[config.mk]
export PLATFORM = sky130hd
export DESIGN_NAME = sorted_list_table
export DESIGN_NICKNAME = d
export VERILOG_FILES = /design/src/rtl/slt_pkg.sv /design/src/rtl/sorted_list_table.sv /design/src/rtl/slt_cell.sv
export SDC_FILE = /design/constraint.sdc
export NUM_CORES = 2
export LEC_CHECK = 0
export ABC_AREA = 0
export BUFFER_PORTS_ARGS = -buffer_cell sky130_fd_sc_hd__buf_2
export CAP_MARGIN = 20
export CELL_PAD_IN_SITES_DETAIL_PLACEMENT = 1
export CELL_PAD_IN_SITES_GLOBAL_PLACEMENT = 2
export CORE_ASPECT_RATIO = 0.9
export CORE_MARGIN = 2
export CORE_UTILIZATION = 26
export CTS_CLUSTER_SIZE = 25
export DETAILED_ROUTE_END_ITERATION = 8
export GPL_ROUTABILITY_DRIVEN = 0
export PLACE_DENSITY = 0.57
export RECOVER_POWER = 100
export SETUP_SLACK_MARGIN = 0.15
export SYNTH_ARGS = -nofsm -noshare
export SYNTH_HDL_FRONTEND = slang
export SYNTH_SLANG_ARGS = --single-unit
[constraint.sdc]
create_clock -name clk -period 5.1 [get_ports clk]
set_clock_uncertainty 0.1 [all_clocks]
set_input_delay 1.02 -clock clk [delete_from_list [all_inputs] [get_ports clk]]
set_output_delay 1.02 -clock clk [all_outputs]
set_load 0.01 [all_outputs]
[src/rtl/slt_pkg.sv]
package slt_pkg;

    localparam int unsigned ValueWidth = 32;
    localparam int unsigned CountWidth = 5;

    typedef enum logic [1:0] {
        CMD_INSERT = 2'd0,
        CMD_SEARCH = 2'd1,
        CMD_DELETE = 2'd2,
        CMD_CLEAR  = 2'd3
    } cmd_t;

    typedef enum logic [1:0] {
        ST_DONE      = 2'd0,
        ST_NOT_FOUND = 2'd1,
        ST_FULL      = 2'd2
    } status_t;

    typedef struct packed {
        cmd_t                          cmd;
        logic signed [ValueWidth-1:0]  value;
    } cmd_word_t;

    typedef struct packed {
        status_t                 status;
        logic                    found;
        logic [CountWidth-1:0]   count;
    } rsp_word_t;

    // Broadcast to every cell of the row in the cycle a command commits.
    typedef struct packed {
        logic                          ins;
        logic                          del;
        logic signed [ValueWidth-1:0]  value;
    } cell_ctrl_t;

endpackage

[src/rtl/sorted_list_table.sv]
// sorted_list_table: ascending table of signed 32-bit values, duplicates kept.
// Command channel (cmd_valid/cmd_stall/cmd_word) carries one word per command:
// insert, search, delete or clear, with the operand value. Response channel
// (rsp_valid/rsp_stall/rsp_word) returns one word per command with status,
// found flag and the number of entries held after the command.
// The table is a row of CAPACITY cells; every cell compares its entry with the
// operand in the same cycle and shifts left or right with its neighbors, so a
// command commits in the cycle it is accepted. The response is registered and
// valid in the cycle after accept; throughput is one command per cycle with
// no stall, set by the parallel compare and shift across the cell row.
// A response word sits in an output register; a new command is accepted while
// that register is empty or being drained in the same cycle. When the
// receiver stalls with a response waiting, cmd_stall rises and the table holds.
// Reset empties the table (fill count to zero) and drops any waiting response;
// cell contents are left as they are, since only the first fill cells are read.
module sorted_list_table #(
    parameter int unsigned CAPACITY = 16
) (
    input  logic                clk,
    input  logic                rst_n,
    input  logic                cmd_valid,
    output logic                cmd_stall,
    input  slt_pkg::cmd_word_t  cmd_word,
    output logic                rsp_valid,
    input  logic                rsp_stall,
    output slt_pkg::rsp_word_t  rsp_word
);

    localparam int unsigned FW = $clog2(CAPACITY + 1);

    logic [FW-1:0] fill_reg;
    logic [FW-1:0] fill_next;
    logic          rsp_valid_reg;
    logic          rsp_valid_next;
    slt_pkg::rsp_word_t rsp_word_reg;
    slt_pkg::rsp_word_t rsp_word_next;

    logic                                      accept;
    logic                                      full;
    logic                                      found;
    logic [FW+slt_pkg::CountWidth-1:0]         fill_wide;
    slt_pkg::cell_ctrl_t                       ctrl;

    logic signed [slt_pkg::ValueWidth-1:0]     cell_value [CAPACITY];
    logic [CAPACITY-1:0]                       cell_lt;
    logic [CAPACITY-1:0]                       cell_eq;
    logic [CAPACITY-1:0]                       cell_occupied;

    // Hold commands only while a response waits on a stalled receiver.
    assign cmd_stall = rsp_valid_reg && rsp_stall;
    assign accept    = cmd_valid && !cmd_stall;
    assign full      = (fill_reg == FW'(CAPACITY));
    assign found     = |cell_eq;

    assign ctrl.ins   = accept && (cmd_word.cmd == slt_pkg::CMD_INSERT) && !full;
    assign ctrl.del   = accept && (cmd_word.cmd == slt_pkg::CMD_DELETE) && found;
    assign ctrl.value = cmd_word.value;

    // Cell row: each cell sees its neighbors' entries and the left compare.
    for (genvar i = 0; i < CAPACITY; i++)
    begin : g_cell
        logic                                  left_lt;
        logic signed [slt_pkg::ValueWidth-1:0] left_value;
        logic signed [slt_pkg::ValueWidth-1:0] right_value;

        assign cell_occupied[i] = (FW'(i) < fill_reg);

        if (i == 0)
        begin : g_first
            assign left_lt    = 1'b1;
            assign left_value = cmd_word.value;
        end
        else
        begin : g_inner
            assign left_lt    = cell_lt[i-1];
            assign left_value = cell_value[i-1];
        end

        if (i == CAPACITY - 1)
        begin : g_last
            assign right_value = cell_value[i];
        end
        else
        begin : g_mid
            assign right_value = cell_value[i+1];
        end

        slt_cell u_cell (
            .clk         (clk),
            .ctrl        (ctrl),
            .occupied    (cell_occupied[i]),
            .left_lt     (left_lt),
            .left_value  (left_value),
            .right_value (right_value),
            .value       (cell_value[i]),
            .lt          (cell_lt[i]),
            .eq          (cell_eq[i])
        );
    end

    always_comb
    begin
        fill_next      = fill_reg;
        rsp_valid_next = rsp_valid_reg && rsp_stall;
        rsp_word_next  = rsp_word_reg;

        if (accept)
        begin
            rsp_valid_next       = 1'b1;
            rsp_word_next.status = slt_pkg::ST_DONE;
            rsp_word_next.found  = 1'b0;

            case (cmd_word.cmd)
                slt_pkg::CMD_INSERT:
                begin
                    if (full)
                    begin
                        rsp_word_next.status = slt_pkg::ST_FULL;
                    end
                    else
                    begin
                        fill_next = fill_reg + FW'(1);
                    end
                end
                slt_pkg::CMD_SEARCH:
                begin
                    rsp_word_next.found = found;
                end
                slt_pkg::CMD_DELETE:
                begin
                    if (found)
                    begin
                        rsp_word_next.found = 1'b1;
                        fill_next           = fill_reg - FW'(1);
                    end
                    else
                    begin
                        rsp_word_next.status = slt_pkg::ST_NOT_FOUND;
                    end
                end
                slt_pkg::CMD_CLEAR:
                begin
                    fill_next = '0;
                end
                default:
                begin
                    fill_next = fill_reg;
                end
            endcase
        end

        // count reports the fill modulo 32
        fill_wide           = {{slt_pkg::CountWidth{1'b0}}, fill_next};
        rsp_word_next.count = fill_wide[slt_pkg::CountWidth-1:0];
    end

    always_ff @(posedge clk or negedge rst_n)
    begin
        if (!rst_n)
        begin
            fill_reg      <= '0;
            rsp_valid_reg <= 1'b0;
        end
        else
        begin
            fill_reg      <= fill_next;
            rsp_valid_reg <= rsp_valid_next;
        end
    end

    always_ff @(posedge clk)
    begin
        rsp_word_reg <= rsp_word_next;
    end

    assign rsp_valid = rsp_valid_reg;
    assign rsp_word  = rsp_word_reg;

    // Fill never passes the table size.
    a_fill_bound: assert property (@(posedge clk) disable iff (!rst_n)
        fill_reg <= FW'(CAPACITY))
        else $error("fill count above capacity");

    // An insert refused for a full table leaves the fill alone.
    a_full_holds: assert property (@(posedge clk) disable iff (!rst_n)
        accept && (cmd_word.cmd == slt_pkg::CMD_INSERT) && full |=> $stable(fill_reg))
        else $error("refused insert changed fill");

    // A successful delete drops exactly one entry.
    a_delete_one: assert property (@(posedge clk) disable iff (!rst_n)
        ctrl.del |=> fill_reg == $past(fill_reg) - FW'(1))
        else $error("delete did not remove one entry");

    // Held entries stay in ascending order across the cell row.
    for (genvar j = 0; j + 1 < CAPACITY; j++)
    begin : g_order_chk
        a_sorted: assert property (@(posedge clk) disable iff (!rst_n)
            cell_occupied[j+1] |-> cell_value[j] <= cell_value[j+1])
            else $error("table out of order");
    end

endmodule

[src/rtl/slt_cell.sv]
module slt_cell (
    input  logic                                     clk,
    input  slt_pkg::cell_ctrl_t                      ctrl,
    input  logic                                     occupied,
    input  logic                                     left_lt,
    input  logic signed [slt_pkg::ValueWidth-1:0]    left_value,
    input  logic signed [slt_pkg::ValueWidth-1:0]    right_value,
    output logic signed [slt_pkg::ValueWidth-1:0]    value,
    output logic                                     lt,
    output logic                                     eq
);

    logic signed [slt_pkg::ValueWidth-1:0] value_reg;
    logic signed [slt_pkg::ValueWidth-1:0] value_next;

    // Only held entries take part in the compare.
    assign lt    = occupied && (value_reg < ctrl.value);
    assign eq    = occupied && (value_reg == ctrl.value);
    assign value = value_reg;

    always_comb
    begin
        value_next = value_reg;
        if (ctrl.ins && !lt)
        begin
            // first cell not below the operand takes it, the rest shift right
            value_next = left_lt ? ctrl.value : left_value;
        end
        else if (ctrl.del && !lt)
        begin
            // close the gap left by the first equal entry
            value_next = right_value;
        end
    end

    always_ff @(posedge clk)
    begin
        value_reg <= value_next;
    end

endmodule

-- Yosys cells after proc, flatten, opt, wreduce, memory -nomap -nowiden
Cells that the tools add are included.
- register bits: 526
- bits of input ports: 38
- output and inout port bits: 10
- logic and storage cells: 234
- add/sub/neg operators: 2
- order comparisons: 32
- eq/ne operators: 20
- muxes and demuxes: 55
- reduce and logical (&&, ||, !) cells: 104
- operators with widths (cell ; count):
    2-to-1 mux 32 bit ; 45
    equality test 32 bit ; 16
    < comparator 32 bit ; 16
    logical AND 1 bit ; 69
    < comparator 4 x 5 -> 1 bit (first input constant) ; 8
    nonzero test 2 bit ; 15
    < comparator 3 x 5 -> 1 bit (first input constant) ; 4
    zero test 1 bit ; 18
    OR reduction 16 bit ; 1
    2-to-1 mux 5 bit ; 3
    one-hot mux 5 bit (3 select lines) ; 1
    < comparator 1 x 5 -> 1 bit (first input constant) ; 2
    < comparator 2 x 5 -> 1 bit (first input constant) ; 2
    adder 5 x 1 -> 5 bit (second input constant) ; 1
    equality test 5 bit (second input constant) ; 1
    subtractor 5 x 1 -> 5 bit (second input constant) ; 1
    equality test 2 bit (second input constant) ; 2
    one-hot mux 2 bit (2 select lines) ; 1
    2-to-1 mux 1 bit ; 3
    equality test 2 x 1 -> 1 bit (second input constant) ; 1
    zero test 2 bit ; 1
    2-to-1 mux 2 bit ; 1
    one-hot mux 1 bit (2 select lines) ; 1

-- Depth between registers and ports, before layout
- depth in word-level cells: 8
- mapped depth: 14
- depth with buffers taken out: 10

-- Modules after synthesis
A second synthesis with hierarchy kept.
- cells, all modules: 3728
- area total of the unflattened synthesis: 42316.8 sq um
- by module, submodules not included (module ; instances ; cells an instance ; area an instance (sq um) ; sequential area each (sq um)):
    slt_cell ; 16 ; 226 ; 2585.0 ; 960.9
    sorted_list_table ; 1 ; 112 ; 957.2 ; 340.3

-- Worst setup path after synthesis
No wires, ideal clock.
- path kind: input to register
- start point: in cmd_word[31] (netlist bit)
- end point: reg g_cell[6].u_cell.value_reg, in the netlist g_cell[6].u_cell.value[0] (enable)
- library setup time: 425 ps
- arrival: 5308 ps
- required time: 4575 ps
- slack: -732 ps
- stages: 12
- cells stage by stage: clkbuf_1 inv_1 ha_1 nand4_1 nor2_1 a221o_1 a211o_1 or4_1 nand3_1 buf_4 clkbuf_1 nor2b_1
- word-level cells in the longest chain between the ends: 6
- RTL lines (what ; RTL line ; text):
    from (decl) ; sorted_list_table.sv:23 ; input slt_pkg::cmd_word_t cmd_word,
    branches (longest 5 deep; another with < comparator 32 bit) ; n/a ;
    nonzero test 2 bit (no line) * ; n/a ;
    to (signal assigned) ; slt_cell.sv:38 ; value_reg <= value_next;
    to (decl) ; slt_cell.sv:13 ; logic signed [slt_pkg::ValueWidth-1:0] value_reg;
Mark *: on every way between the ends.
A chain may end at the register's enable or synchronous reset.

-- Final worst setup path
- start point: in cmd_word[13] (netlist bit)
- end point: reg g_cell[1].u_cell.value_reg, in the netlist g_cell[1].u_cell.value[10] (enable)
- word-level cells in the longest chain between the ends: 6
- RTL lines (what ; RTL line):
    branches (longest 5 deep; another with < comparator 32 bit) ; n/a
    nonzero test 2 bit (no line) * ; n/a
    to (signal assigned) ; slt_cell.sv:38
    to (decl) ; slt_cell.sv:13
Marks and branches as above.

==> results.cfg <==
[pwr]
p_sw_mw = 4.59
power_frac_seq_pct = 37.2
power_density_nw_per_um2 = 306
ir_drop_mv = 0.294
internal_power_mw = 9.22
pwr-share-comb_pct = 28.7
switching_share_pct = 33.2
p_clk_share_pct = 34.1
p_leak_nw = 18.2

[sta]
fmax_mhz = 209
timing_hold_violations_final = 0
tightest_slew_ns = 1.27
rsz0062_at_grt = false
finalMaxSlewViolations = 0
setup_ws_ns = 0.306
min_period_ns = 4.79
slew_headroom_pct = 15.6
setup_viol = 0
period_share_pct = 94.0

[die]
initial_core_util_pct = 26.2
io_pins = 48
core_area_sq_um = 148000
row_count = 134
die_h_um = 370
die_x_um = 411
die-area_sq_um = 152000

[drt]
ant_nets = 0
initialDrtViolationCount = 1722
via_per_inst = 5.11
firstDrtPassIters = 5
wl_um = 141000
drc = 0
wl_per_cell_um = 24.0
num_vias = 29900

[outcome]
outcome = finished, final reports clean

[final_layout]
fin_cells = 5863
seqCellArea_sq_um = 15700
stdcell_area_sq_um = 45200
area_delta_synth_final_pct = 16.7
largest_reg_flops = 512
final.fill_count = 16500
multi_input_area_sq_um = 21900
drive_above_1_share_pct = 12.9
layout.nets = 4399

[yosys]
synth_seq_cells = 526
synth_nets = 4273
synth_top_area_share_pct = 39.9
yosys-top-cells-area = edfxtp_1 40%, ha_1 17%, mux2i_1 11%
yosysTopAreaCell = edfxtp_1
seq_area_frac_synth_pct = 40.6
synth_warnings = 0
yosysMostFrequentCell = a21oi_1
yosysUniqueCellTypes = 73
netlist_area_sq_um = 38700
synth_edf_count = 515
synth.avg_cell_area_sq_um = 10.4
synth_ff_type = edfxtp_1
synthCells = 3716
ys_async_sr_fraction_pct = 1.14
synth_common_cells = 529 x a21oi_1, 519 x ha_1, 515 x edfxtp_1, 426 x mux2i_1, 408 x o21ai_0

[global_routing]
grt_pass1_wl_um = 210000
overflow = 0
grt_use_total_pct = 18.4
grt_pass1_vias = 31700
antenna_found_initial = 3
grt_max_degree = 83

[setup_path]
start_kind = input port
crit_required_ns = 5.37
cp_max_fo = 16
worst_path_max_delay_cell = nor4_2
worst-path-stages = 14
critical_path_class = input port to flop
crit_buf_inv = 5
end_kind = flop
slowest_delay_ns = 0.50
crit_family = simple AND/OR/NAND/NOR gates
cp_common_cell = clkbuf_1
worstPathCellList = clkbuf_1, inv_1, clkbuf_1, ha_1, and4_1, nand4_1, nor4_2, a32o_1, a311o_1, nor4_4, o31a_2, buf_4, nor2b_1, buf_12
arrival_ns = 5.06
reg2regPathDepth = 11

[placement]
dp_hpwl_um = 114000
place_ws_ns = 0.0326
place_area_sq_um = 43500
dp.cells = 5742
io_buffers = 47

[clock_tree]
hold_buffers = 0
postCtsSetupRepairBufs = 0
clk_latency_ns = 0.68
cts.sinks = 526
cts_root_buf = clkbuf_16
cts.clk_slew.worst_paths_ns = 0.06
clockBufferDepth = 3
ctsHtreeMaxLevel = 3
cts_tree = built
post_cts_resized = 0
cts_made_buffers = 70

[run]
maxCapViolCount = 0

[min_path]
worstHoldPathType = input port to asynchronous set/reset pin
worst reg2reg max path: stages (launching register included):
cell	delay [ns]
dfrtp_1	0.38
clkbuf_1	0.79
inv_1	0.24
ha_1	0.25
a21oi_1	0.44
nand3_1	0.51
nand4_1	0.37
nor4_4	0.12
o31a_2	0.38
buf_4	0.17
nor2b_1	0.34
buf_12	0.21
path summary, 6_finish.rpt:
path	slack, ns	endpoint	from
worst min-delay path	0.15	fill_reg[0]	rst_n
max in group asynchronous	4.49	fill_reg[1]	rst_n
worst min register to register	0.44	rsp_valid	rsp_valid
worst max register to register	0.49	g_cell[1].u_cell.value[10]	fill_reg[1]
min in group clk	0.44	rsp_valid	rsp_valid
worst max-delay path	0.31	g_cell[1].u_cell.value[10]	cmd_word[13]
final cells by class:
class / count / area share, %
tap: 1972 / 5.46
sequential: 526 / 34.8
inverter: 102 / 0.847
clock buffer: 98 / 4.32
clock inverter: 20 / 0.235
multi-input combinational: 2871 / 48.4
antenna: 3 / 0.0166
timing repair buffer: 271 / 5.99
cell usage in the layout, fill, tap and decap left out, types with 10 or more instances in the layout:
master     count
buf_4        130
clkbuf_16     73
o21ai_0      408
nor4_1        32
nor2b_1       23
mux2i_1      425
a221oi_1      14
nand3_1       66
o211ai_1      25
nand2_1      273
nor2_1        60
a21o_1        24
a21oi_1      528
mux2_2       127
nor3_1        33
clkbuf_1      44
edfxtp_1     515
a211oi_1      14
nand2b_1      10
buf_2         33
nand4_1      126
and4_1        12
clkbuf_2      15
buf_12        70
o21a_1        11
inv_1        102
ha_1         519
a21boi_0      14
cells by family after synthesis:
group	synth area share, %
flip-flops	40.6
multiplexers	14.7
AND/OR/NAND/NOR	8.91
buffers and inverters	3.34
AO/OA/AOI/OAI	15.7
XOR/XNOR	0.0226
adder cells (fa/ha/maj)	16.8
through the flow:
stage               total power, mW  util, %  TNS [ns]  hold WS (ns)
floorplan                      7.81        -    -28.31         0.445
global placement               9.26     29.4         0         0.415
detailed placement             9.29     29.4         0         0.431
CTS                            14.1     30.8         0        0.0432
global route                   14.5     30.5         0         0.150
finish                         13.8     30.5         0         0.148
per-layer routing:
layer | wire length (um) | GRT usage [%] | up-vias
li1 | - | - | 14600
met1 | 72300 | 26.9 | 14700
met2 | 59600 | 27.8 | 447
met3 | 5230 | 2.51 | 154
met4 | 3760 | 5.35 | 0
met5 | 0 | 0 | -
power by group through the flow:
stage	clock (mW)	combinational (mW)	sequential (mW)
5_1_grt	5.00	4.34	5.17
4_1_cts	4.88	4.07	5.14
3_5_place_dp	0	4.06	5.23
2_1_floorplan	0	2.64	5.18
3_3_place_gp	0	4.03	5.23
6_report	4.71	3.96	5.15
(Power assumes the default switching activity.)
